$ cat src/hdl/crcfp_pkg.sv
`timescale 1ns / 1ps
// crcfp_pkg: types, codes and the crc-8 step shared by the command parser
// no dependencies; imported by every module of the parser

package crcfp_pkg;

	localparam int AddrW = 7;
	localparam int DataW = 16;

	// configuration register indexes
	localparam logic [1:0] REG_SERVO_ADDR = 2'd0;
	localparam logic [1:0] REG_MOTOR_ADDR = 2'd1;
	localparam logic [1:0] REG_IMU_ADDR   = 2'd2;

	// write event codes
	localparam logic [1:0] EV_SERVO = 2'd0;
	localparam logic [1:0] EV_MOTOR = 2'd1;
	localparam logic [1:0] EV_IMU   = 2'd2;
	localparam logic [1:0] EV_OTHER = 2'd3;

	// result kinds
	localparam logic KIND_WRITE = 1'b0;
	localparam logic KIND_READ  = 1'b1;

	localparam logic [7:0] CrcPoly = 8'h07;

	typedef struct packed {
		logic             is_read;
		logic [AddrW-1:0] addr;
		logic [DataW-1:0] data;
	} cmd_t;

	typedef struct packed {
		logic [AddrW-1:0] servo_addr;
		logic [AddrW-1:0] motor_addr;
		logic [AddrW-1:0] imu_addr;
	} cfg_t;

	// one byte of crc-8, msb first, no reflection
	function automatic logic [7:0] crc8_step(input logic [7:0] crc, input logic [7:0] b);
		logic [7:0] c;
		c = crc ^ b;
		for (int k = 0; k < 8; k++) begin
			if (c[7]) begin
				c = {c[6:0], 1'b0} ^ CrcPoly;
			end else begin
				c = {c[6:0], 1'b0};
			end
		end
		return c;
	endfunction

endpackage

$ cat src/hdl/crcfp_if.sv
`timescale 1ns / 1ps
// crcfp byte and result channels: valid/ready with payload
// depends on nothing; used by the parser top level and its back end

interface crcfp_byte_if;
	logic       valid;
	logic       ready;
	logic [7:0] rx_byte;

	modport source (output valid, output rx_byte, input ready);
	modport sink (input valid, input rx_byte, output ready);
endinterface

interface crcfp_result_if;
	logic               valid;
	logic               ready;
	logic               result_kind;
	logic [1:0]         event_code;
	logic [6:0]         reg_addr;
	logic signed [15:0] reg_value;
	logic               last_of_run;

	modport source (output valid, output result_kind, output event_code, output reg_addr,
		output reg_value, output last_of_run, input ready);
	modport sink (input valid, input result_kind, input event_code, input reg_addr,
		input reg_value, input last_of_run, output ready);
endinterface

$ cat src/hdl/crcfp_front.sv
`timescale 1ns / 1ps
// crcfp_front: frame assembly and crc check, one byte per transfer
// depends on crcfp_pkg

module crcfp_front
	import crcfp_pkg::*;
(
	input  logic       clk,
	input  logic       arst_n,
	input  logic       byte_valid,
	input  logic [7:0] byte_data,
	output logic       byte_ready,
	input  logic       cmd_ready,
	output logic       cmd_push,
	output cmd_t       cmd
);

	logic [1:0] phase_q;
	logic [7:0] crc_q;
	logic [7:0] hdr_q;
	logic [7:0] lo_q;
	logic [7:0] hi_q;
	logic       take;

	assign byte_ready = cmd_ready;
	assign take       = byte_valid && byte_ready;

	assign cmd_push    = take && (phase_q == 2'd3) && (crc_q == byte_data);
	assign cmd.is_read = hdr_q[7];
	assign cmd.addr    = hdr_q[6:0];
	assign cmd.data    = {hi_q, lo_q};

	always_ff @(posedge clk or negedge arst_n) begin
		if (!arst_n) begin
			phase_q <= 2'd0;
			crc_q   <= 8'd0;
			hdr_q   <= 8'd0;
			lo_q    <= 8'd0;
			hi_q    <= 8'd0;
		end else if (take) begin
			phase_q <= phase_q + 2'd1;
			unique case (phase_q)
				2'd0: begin
					hdr_q <= byte_data;
					crc_q <= crc8_step(8'd0, byte_data);
				end
				2'd1: begin
					lo_q  <= byte_data;
					crc_q <= crc8_step(crc_q, byte_data);
				end
				2'd2: begin
					hi_q  <= byte_data;
					crc_q <= crc8_step(crc_q, byte_data);
				end
				default: begin
					crc_q <= 8'd0;
				end
			endcase
		end
	end

endmodule

$ cat src/hdl/crcfp_fifo.sv
`timescale 1ns / 1ps
// crcfp_fifo: short command queue between frame check and execution
// depends on crcfp_pkg

module crcfp_fifo
	import crcfp_pkg::*;
#(
	parameter int DEPTH = 2
) (
	input  logic clk,
	input  logic arst_n,
	input  logic push,
	input  cmd_t push_cmd,
	output logic not_full,
	input  logic pop,
	output logic not_empty,
	output cmd_t head
);

	localparam int PtrW = (DEPTH > 1) ? $clog2(DEPTH) : 1;
	localparam int CntW = $clog2(DEPTH + 1);

	cmd_t            mem_q [DEPTH];
	logic [PtrW-1:0] wr_q;
	logic [PtrW-1:0] rd_q;
	logic [CntW-1:0] fill_q;

	assign not_full  = (fill_q != CntW'(DEPTH));
	assign not_empty = (fill_q != '0);
	assign head      = mem_q[rd_q];

	always_ff @(posedge clk) begin
		if (push) begin
			mem_q[wr_q] <= push_cmd;
		end
	end

	always_ff @(posedge clk or negedge arst_n) begin
		if (!arst_n) begin
			wr_q   <= '0;
			rd_q   <= '0;
			fill_q <= '0;
		end else begin
			if (push) begin
				wr_q <= (wr_q == PtrW'(DEPTH - 1)) ? '0 : wr_q + 1'b1;
			end
			if (pop) begin
				rd_q <= (rd_q == PtrW'(DEPTH - 1)) ? '0 : rd_q + 1'b1;
			end
			if (push && !pop) begin
				fill_q <= fill_q + 1'b1;
			end else if (pop && !push) begin
				fill_q <= fill_q - 1'b1;
			end
		end
	end

endmodule

$ cat src/hdl/crcfp_back.sv
`timescale 1ns / 1ps
// crcfp_back: command execution, shadow registers and the result register
// depends on crcfp_pkg and crcfp_if

module crcfp_back
	import crcfp_pkg::*;
#(
	parameter int MAX_BURST = 64
) (
	input  logic clk,
	input  logic arst_n,
	input  cfg_t cfg,
	input  logic cmd_valid,
	input  cmd_t cmd,
	output logic cmd_pop,
	crcfp_result_if.source res
);

	localparam int CntW = $clog2(MAX_BURST + 1);

	logic             busy_q;
	logic             is_read_q;
	logic [AddrW-1:0] addr_q;
	logic [DataW-1:0] data_q;
	logic [CntW-1:0]  cnt_q;
	logic [7:0]       servo_q;
	logic [DataW-1:0] motor_q;

	logic             out_valid_q;
	logic             out_kind_q;
	logic [1:0]       out_code_q;
	logic [AddrW-1:0] out_addr_q;
	logic [DataW-1:0] out_value_q;
	logic             out_last_q;

	logic             adv;
	logic [CntW-1:0]  burst_len;
	logic [DataW-1:0] rd_value;
	logic [1:0]       wr_code;

	assign adv     = !out_valid_q || res.ready;
	assign cmd_pop = !busy_q && cmd_valid;

	// read count from the low data byte, saturated
	always_comb begin
		if (cmd.data[7:0] > 8'(MAX_BURST)) begin
			burst_len = CntW'(MAX_BURST);
		end else begin
			burst_len = CntW'(cmd.data[7:0]);
		end
	end

	// servo wins over motor on equal addresses
	always_comb begin
		priority if (addr_q == cfg.servo_addr) begin
			rd_value = {{8{servo_q[7]}}, servo_q};
		end else if (addr_q == cfg.motor_addr) begin
			rd_value = motor_q;
		end else begin
			rd_value = '0;
		end
	end

	always_comb begin
		priority if (addr_q == cfg.servo_addr) begin
			wr_code = EV_SERVO;
		end else if (addr_q == cfg.motor_addr) begin
			wr_code = EV_MOTOR;
		end else if (addr_q == cfg.imu_addr) begin
			wr_code = EV_IMU;
		end else begin
			wr_code = EV_OTHER;
		end
	end

	always_ff @(posedge clk or negedge arst_n) begin
		if (!arst_n) begin
			busy_q      <= 1'b0;
			out_valid_q <= 1'b0;
			servo_q     <= '0;
			motor_q     <= '0;
		end else begin
			if (cmd_pop) begin
				busy_q <= !(cmd.is_read && (burst_len == '0));
			end else if (busy_q && adv) begin
				if (!is_read_q || (cnt_q == CntW'(1))) begin
					busy_q <= 1'b0;
				end
			end
			if (adv) begin
				out_valid_q <= busy_q;
			end
			if (busy_q && adv && !is_read_q) begin
				if (wr_code == EV_SERVO) begin
					servo_q <= data_q[7:0];
				end else if (wr_code == EV_MOTOR) begin
					motor_q <= data_q;
				end
			end
		end
	end

	// command and result payload
	always_ff @(posedge clk) begin
		if (cmd_pop) begin
			is_read_q <= cmd.is_read;
			addr_q    <= cmd.addr;
			data_q    <= cmd.data;
			cnt_q     <= burst_len;
		end else if (busy_q && adv) begin
			addr_q <= addr_q + 1'b1;
			cnt_q  <= cnt_q - 1'b1;
		end
		if (busy_q && adv) begin
			out_addr_q <= addr_q;
			if (is_read_q) begin
				out_kind_q  <= KIND_READ;
				out_code_q  <= EV_SERVO;
				out_value_q <= rd_value;
				out_last_q  <= (cnt_q == CntW'(1));
			end else begin
				out_kind_q  <= KIND_WRITE;
				out_code_q  <= wr_code;
				out_value_q <= data_q;
				out_last_q  <= 1'b1;
			end
		end
	end

	assign res.valid       = out_valid_q;
	assign res.result_kind = out_kind_q;
	assign res.event_code  = out_code_q;
	assign res.reg_addr    = out_addr_q;
	assign res.reg_value   = out_value_q;
	assign res.last_of_run = out_last_q;

endmodule

$ cat src/hdl/crc_framed_register_command_parser.sv
`timescale 1ns / 1ps
// crc_framed_register_command_parser: top level of the crc-8 framed command parser
// depends on crcfp_pkg, crcfp_if, crcfp_front, crcfp_fifo, crcfp_back
//
// usage
//  rx carries received bytes, one per transfer; every fourth byte closes a
//  frame (header, data low, data high, crc-8 over the first three)
//  res carries results: one write event per good write frame, or one read
//  word per register of a read burst, last_of_run marking the final one
//  cfg_we/cfg_index/cfg_wdata set the servo, motor and imu addresses; write
//  them only while the parser is idle
// timing
//  a good frame enters the queue at its crc byte's transfer; once idle, the
//  executer pops it into its command registers, then registers the first
//  result, which res shows; bursts then give one word per cycle while res
//  is ready; the executer takes no new command until the last result of the
//  one before is registered, so the sustained rate is set by that executer loop
// reset and stall
//  reset returns to the header phase, clears both shadows and loads address
//  defaults 0, 1 and 2; a stalled res holds its word and fills the queue,
//  after which rx drops ready until the queue drains

module crc_framed_register_command_parser
	import crcfp_pkg::*;
#(
	parameter int MAX_BURST   = 64,
	parameter int QUEUE_DEPTH = 2
) (
	input  logic             clk,
	input  logic             arst_n,
	input  logic             cfg_we,
	input  logic [1:0]       cfg_index,
	input  logic [AddrW-1:0] cfg_wdata,
	crcfp_byte_if.sink       rx,
	crcfp_result_if.source   res
);

	cfg_t cfg_q;
	cmd_t front_cmd;
	cmd_t head_cmd;
	logic push;
	logic q_not_full;
	logic q_not_empty;
	logic pop;

	// address registers; index beyond the list is ignored
	always_ff @(posedge clk or negedge arst_n) begin
		if (!arst_n) begin
			cfg_q.servo_addr <= AddrW'(0);
			cfg_q.motor_addr <= AddrW'(1);
			cfg_q.imu_addr   <= AddrW'(2);
		end else if (cfg_we) begin
			unique case (cfg_index)
				REG_SERVO_ADDR: cfg_q.servo_addr <= cfg_wdata;
				REG_MOTOR_ADDR: cfg_q.motor_addr <= cfg_wdata;
				REG_IMU_ADDR:   cfg_q.imu_addr   <= cfg_wdata;
				default: begin
				end
			endcase
		end
	end

	// front: frame assembly and crc check
	crcfp_front u_front (
		.clk        (clk),
		.arst_n     (arst_n),
		.byte_valid (rx.valid),
		.byte_data  (rx.rx_byte),
		.byte_ready (rx.ready),
		.cmd_ready  (q_not_full),
		.cmd_push   (push),
		.cmd        (front_cmd)
	);

	// queue of checked commands
	crcfp_fifo #(
		.DEPTH (QUEUE_DEPTH)
	) u_fifo (
		.clk       (clk),
		.arst_n    (arst_n),
		.push      (push),
		.push_cmd  (front_cmd),
		.not_full  (q_not_full),
		.pop       (pop),
		.not_empty (q_not_empty),
		.head      (head_cmd)
	);

	// back: execution and result register
	crcfp_back #(
		.MAX_BURST (MAX_BURST)
	) u_back (
		.clk       (clk),
		.arst_n    (arst_n),
		.cfg       (cfg_q),
		.cmd_valid (q_not_empty),
		.cmd       (head_cmd),
		.cmd_pop   (pop),
		.res       (res)
	);

endmodule
$ cat src/flat_wrapper.sv
// flat-port wrapper written by rule: the top's interface ports become plain ports
module crc_framed_register_command_parser_flat import crcfp_pkg::*;
#(
	parameter int MAX_BURST   = 64,
	parameter int QUEUE_DEPTH = 2
)
  (clk, arst_n, cfg_we, cfg_index, cfg_wdata, rx_valid, rx_rx_byte, rx_ready, res_valid, res_result_kind, res_event_code, res_reg_addr, res_reg_value, res_last_of_run, res_ready);
  crcfp_byte_if rx_i ();
  crcfp_result_if res_i ();
  input  logic clk;
  input  logic arst_n;
  input  logic cfg_we;
  input  logic [1:0] cfg_index;
  input  logic [AddrW-1:0] cfg_wdata;
  input wire logic [$bits(rx_i.valid)-1:0] rx_valid;
  input wire logic [$bits(rx_i.rx_byte)-1:0] rx_rx_byte;
  output wire logic [$bits(rx_i.ready)-1:0] rx_ready;
  output wire logic [$bits(res_i.valid)-1:0] res_valid;
  output wire logic [$bits(res_i.result_kind)-1:0] res_result_kind;
  output wire logic [$bits(res_i.event_code)-1:0] res_event_code;
  output wire logic [$bits(res_i.reg_addr)-1:0] res_reg_addr;
  output wire logic [$bits(res_i.reg_value)-1:0] res_reg_value;
  output wire logic [$bits(res_i.last_of_run)-1:0] res_last_of_run;
  input wire logic [$bits(res_i.ready)-1:0] res_ready;
  assign rx_i.valid = rx_valid;
  assign rx_i.rx_byte = rx_rx_byte;
  assign rx_ready = rx_i.ready;
  assign res_valid = res_i.valid;
  assign res_result_kind = res_i.result_kind;
  assign res_event_code = res_i.event_code;
  assign res_reg_addr = res_i.reg_addr;
  assign res_reg_value = res_i.reg_value;
  assign res_last_of_run = res_i.last_of_run;
  assign res_i.ready = res_ready;
  crc_framed_register_command_parser #(.MAX_BURST(MAX_BURST), .QUEUE_DEPTH(QUEUE_DEPTH)) u_core (.clk(clk), .arst_n(arst_n), .cfg_we(cfg_we), .cfg_index(cfg_index), .cfg_wdata(cfg_wdata), .rx(rx_i), .res(res_i));
endmodule
$ cat config.mk
export PLATFORM = sky130hd
export DESIGN_NAME = crc_framed_register_command_parser_flat
export DESIGN_NICKNAME = d
export VERILOG_FILES = /design/src/hdl/crcfp_pkg.sv /design/src/hdl/crcfp_if.sv /design/src/hdl/crcfp_front.sv /design/src/hdl/crcfp_fifo.sv /design/src/hdl/crcfp_back.sv /design/src/hdl/crc_framed_register_command_parser.sv /design/src/flat_wrapper.sv
export SDC_FILE = /design/constraint.sdc
export NUM_CORES = 1
export LEC_CHECK = 0
export ABC_AREA = 1
export BUFFER_PORTS_ARGS = -buffer_cell sky130_fd_sc_hd__buf_2
export CORE_MARGIN = 10
export CORE_UTILIZATION = 40
export CTS_CLUSTER_SIZE = 16
export DETAILED_ROUTE_END_ITERATION = 10
export SYNTH_ARGS = -nofsm -noshare
export SYNTH_HDL_FRONTEND = slang
export SYNTH_HIERARCHICAL = 1
export SYNTH_SLANG_ARGS = --single-unit
$ cat constraint.sdc
create_clock -name clk -period 3.15 [get_ports clk]
set_clock_uncertainty 0.1 [all_clocks]
set_input_delay 0.1575 -clock clk [delete_from_list [all_inputs] [get_ports clk]]
set_output_delay 0.1575 -clock clk [all_outputs]
set_load 0.02 [all_outputs]
==> summary.md <==
| Metric | Value |
|---|---|
| Max clock buf depth | 2 |
| Register bit count reported by yosys | around 190 |
| Final min period | 2.45 ns |
| CTS root buffer | clkbuf_16 |
| Nets | between 900 and 1k |
| Antenna Diode Count | 0 |
| GR Layer Usage met3 | 0.0303 |
| Post-CTS sizing | 0 |
| IO buf count | 50 |
| TritonCTS clock tree | built |
| Area of the multi-input gates | a little under 3000 sq um |
| Net Sw Frac | 0.364 |
| CP bufs+invs | 5 |
| R2R Path End | u_core/u_fifo/mem_q[0][17] |
| Clk pwr share | 0.232 |
| NetSw | 3.47 mW |
| GR Util All Layers | 0.132 |
| Final TNS setup | 0 ns |
| H-tree Lvls | 4 |
| Worst skew pair latency | 0.43 ns |
| Post-synth top area cell | edfxtp_1 |
| Highest clock rate | 408 MHz |
| Vias per cell | roughly 4.9 |
| Largest net degree at the start of global routing | 75 |
| Reg2reg setup slack | about 0.70 ns |
| Yosys top cell area share | 0.362 |
| Final Cycle Share | 0.777 |
| Hold path startpoint | rx_rx_byte[5] |
| Status | finished, final reports clean |
| Die ar. | 28300 sq um |
| Int Pwr | 6.07 mW |
| Slowest stage delay, CP | between 0.3 and 0.4 ns |
| Post-route DRC violation count | 0 |
| # setup viols final | 0 |
| GR Util met2 | 0.223 |
| Cells after Synth | 852 |
| Mapped Avg Cell Area | 10.3 sq um |
| First-pass GRT wire length | 30400 microns |
| Post-synth top cells | nand2_1 (264), edfxtp_1 (106), dfrtp_1 (83) |
| LEAKAGE | 4.49 nW |
| Core box area | 21700 sq um |
| DPL Wire Length | ~13000 microns |
| Hold Path Stages | 3 |
| WP data required | about 3.2 ns |
| Final Max Tran Viols | 0 |
| Reg power frac | 0.450 |
| TritonRoute pass-1 iters | 5 |
| Setup crit start kind | register |
| Slew @ Worst Pin | slightly below 1 ns |
| Top Family by Delay on Critical Path | buffers and inverters |
| Layout cells sized above 1 | 0.167 |
| Avg WL per Cell | 15.0 microns |
| Starting density of the core | 0.405 |
| Sequential fraction of the synthesis area | 0.605 |
| Clk slew on worst S/H paths | 0.07 ns |
| Placement Setup Slack | approximately 0.76 ns |
| Comb pwr share | 0.318 |
| Crit-path max FO | 24 |
| R2R depth | 10 |
| CP arrival | around 2.5 ns |
| Post-synth cell types | 43 |
| Reg-to-Reg Start | u_core/u_fifo/fill_q[0] |
| Crit path cell chain | inv_1 -> nand2_1 -> nand2_1 -> inv_1 -> nand4_1 -> nor4_1 -> buf_4 -> inv_1 -> nor2_2 -> buf_4 |
| Dominant cell type by count on the critical path | inv_1 |
| Filler cells | 1996 |
| Peak VDD IR | 0.000416 V |
| Async S/R FF share, synth | 0.445 |
| Worst Setup End Kind | register |
| Post-synth EDFFs | 106 |
| RePlAce Congestion | 0.858 |
| Pwr Density | 952 nW/um^2 |
| Final setup margin | ~0.7 ns |
| Final hold violations | 0 |
| Storage cell area | ~5300 sq um |
| Post-synth top flop | edfxtp_1 |
| # Max-Cap Violations | 0 |
| TritonCTS Buffers | 17 |
| Busiest grt layer | met2 |
| Post-Syn Area | 8780 sq um |
| Die X | roughly 170 microns |
| Initial antenna violation count | 0 |
| Critical-path top delay cell | dfrtp_1 |
| Routed Antenna Nets | 0 |
| Gr ovfl total | 0 |
| Hold endpoint | u_core/u_front/hdr_q[5] |
| Starting DRT DRC Count | approximately 370 |
| WL final | between 15000 and 20000 microns |
| Unrepaired setup endpoints after global routing | no |
| Vias in the first global route | around 6k |
| GR met1 Demand/Resource | 0.161 |
| Ports | 51 |
| Setup Crit Path Kind | register to register |
| Sink Count | 191 |
| Top-count cell post-synth | nand2_1 |
| Total number of vias | 5919 |
| Post-Syn Nets | a little under 900 |
| Main area contributors after synthesis | edfxtp_1 (36%), dfrtp_1 (24%), nand2_1 (11%) |
| Die Height | 168 microns |
| Hold WC Path Type | primary input to register |
| Max_slew headroom | 0.342 |
| Synth Warn # | 6 |
| Row count | 54 |
| Area Overhead vs Synth | 14.2% |
[area by class of cell]
class / instances / share of cell area
repair buffers: 78 / 0.0504
flip-flops and latches: 191 / 0.530
inverters: 74 / 0.0277
multi-input cells: 557 / 0.296
clock buffers: 18 / 0.0428
well taps: 280 / 0.0349
clock inverters: 14 / 0.0178
[cells in the final DEF (no fill, tap or decap), drive strengths merged, types with 2 or more instances in the layout]
| cell type | instances |
|---|---|
| xor2 | 17 |
| nand3 | 53 |
| nor3 | 5 |
| clkbuf | 18 |
| and2 | 2 |
| ha | 9 |
| or2 | 2 |
| o21ai | 57 |
| nand4 | 17 |
| bufinv | 3 |
| o22ai | 2 |
| a21oi | 27 |
| xnor2 | 17 |
| nand2 | 274 |
| clkinvlp | 3 |
| dfstp | 2 |
| edfxtp | 106 |
| nor2 | 45 |
| mux2 | 24 |
| a31oi | 2 |
| clkinv | 4 |
| inv | 78 |
| dlygate4sd3 | 17 |
| dfrtp | 83 |
| buf | 61 |
[per-stage QoR]
step	std cells	area, sq um	util	total power [mW]	hold WS (ns)
2_1_floorplan	852	8780	-	6.53	-0.238
3_3_place_gp	1163	9250	0.426	7.30	0.297
3_5_place_dp	1163	9250	0.426	7.36	0.300
4_1_cts	1212	10000	0.462	9.62	0.00188
5_1_grt	1212	10000	0.462	10.2	0.0221
6_report	1212	10000	0.462	9.54	0.0184
[power groups by stage]
stage / clock, mW / sequential, mW / combinational, mW
2_1_floorplan: 0 / 4.32 / 2.22
3_3_place_gp: 0 / 4.32 / 2.98
3_5_place_dp: 0 / 4.34 / 3.03
4_1_cts: 2.26 / 4.30 / 3.06
5_1_grt: 2.38 / 4.41 / 3.43
6_report: 2.22 / 4.29 / 3.03
[timing repair]
| item | 4_1_cts | 5_1_grt |
|---|---|---|
| setup endpoints to repair | 0 | 0 |
| hold buffers | 17 | 0 |
| endpoints found under the hold margin | 93 | 0 |
| setup buffers | 0 | 0 |
[how the worst max path moves through the flow]
stage,cells after the start,from,end,slack (ns)
2_1_floorplan,9,u_core/u_back/res.valid,u_core/u_back/servo_q[7],0.29
3_3_place_gp,10,u_core/u_fifo/fill_q[0],u_core/u_fifo/mem_q[0][20],0.86
3_5_place_dp,10,u_core/u_fifo/fill_q[0],u_core/u_fifo/mem_q[0][21],0.76
4_1_cts,10,u_core/u_fifo/fill_q[0],u_core/u_fifo/mem_q[0][19],0.73
5_1_grt,10,u_core/u_fifo/fill_q[0],u_core/u_fifo/mem_q[0][23],0.51
6_report,10,u_core/u_fifo/fill_q[0],u_core/u_fifo/mem_q[0][17],0.70
[registers in the layout, summed over array words and instances (netlist names), 2 cells and up]
name                          count
u_core/u_front/crc_q              8
u_core/u_back/res.reg_value      16
u_core/u_back/servo_q             8
u_core/u_back/data_q             16
u_core/u_fifo/fill_q              2
u_core/u_back/res.event_code      2
u_core/u_front/phase_q            2
u_core/u_front/lo_q               8
u_core/u_front/hdr_q              8
u_core/u_back/motor_q            16
u_core/u_back/res.reg_addr        7
u_core/u_back/cnt_q               7
u_core/cfg_q                     21
u_core/u_front/hi_q               8
u_core/u_back/addr_q              7
u_core/u_fifo/mem_q              48
[cell families after synthesis]
family                     share of synthesized area
AOI/OAI and AO/OA                             0.0560
buffers and inverters                         0.0571
adders and majority gates                     0.0128
and+or+nand+nor                                0.196
muxes                                         0.0389
xor gates and xnor gates                      0.0339
DFF                                            0.605
[worst min-delay path, cell delays in order]
cell and delay [ns]:
buf_2 0.13, inv_2 0.12, o21ai_0 0.10
[metal layers]
metal | vias up | routed length (microns)
li1 | 2953 | -
met1 | 2801 | 7920
met2 | 139 | 9030
met3 | 26 | 846
met4 | 0 | 421
met5 | - | 0
Note: power is estimated with default switching activity, not from simulation.
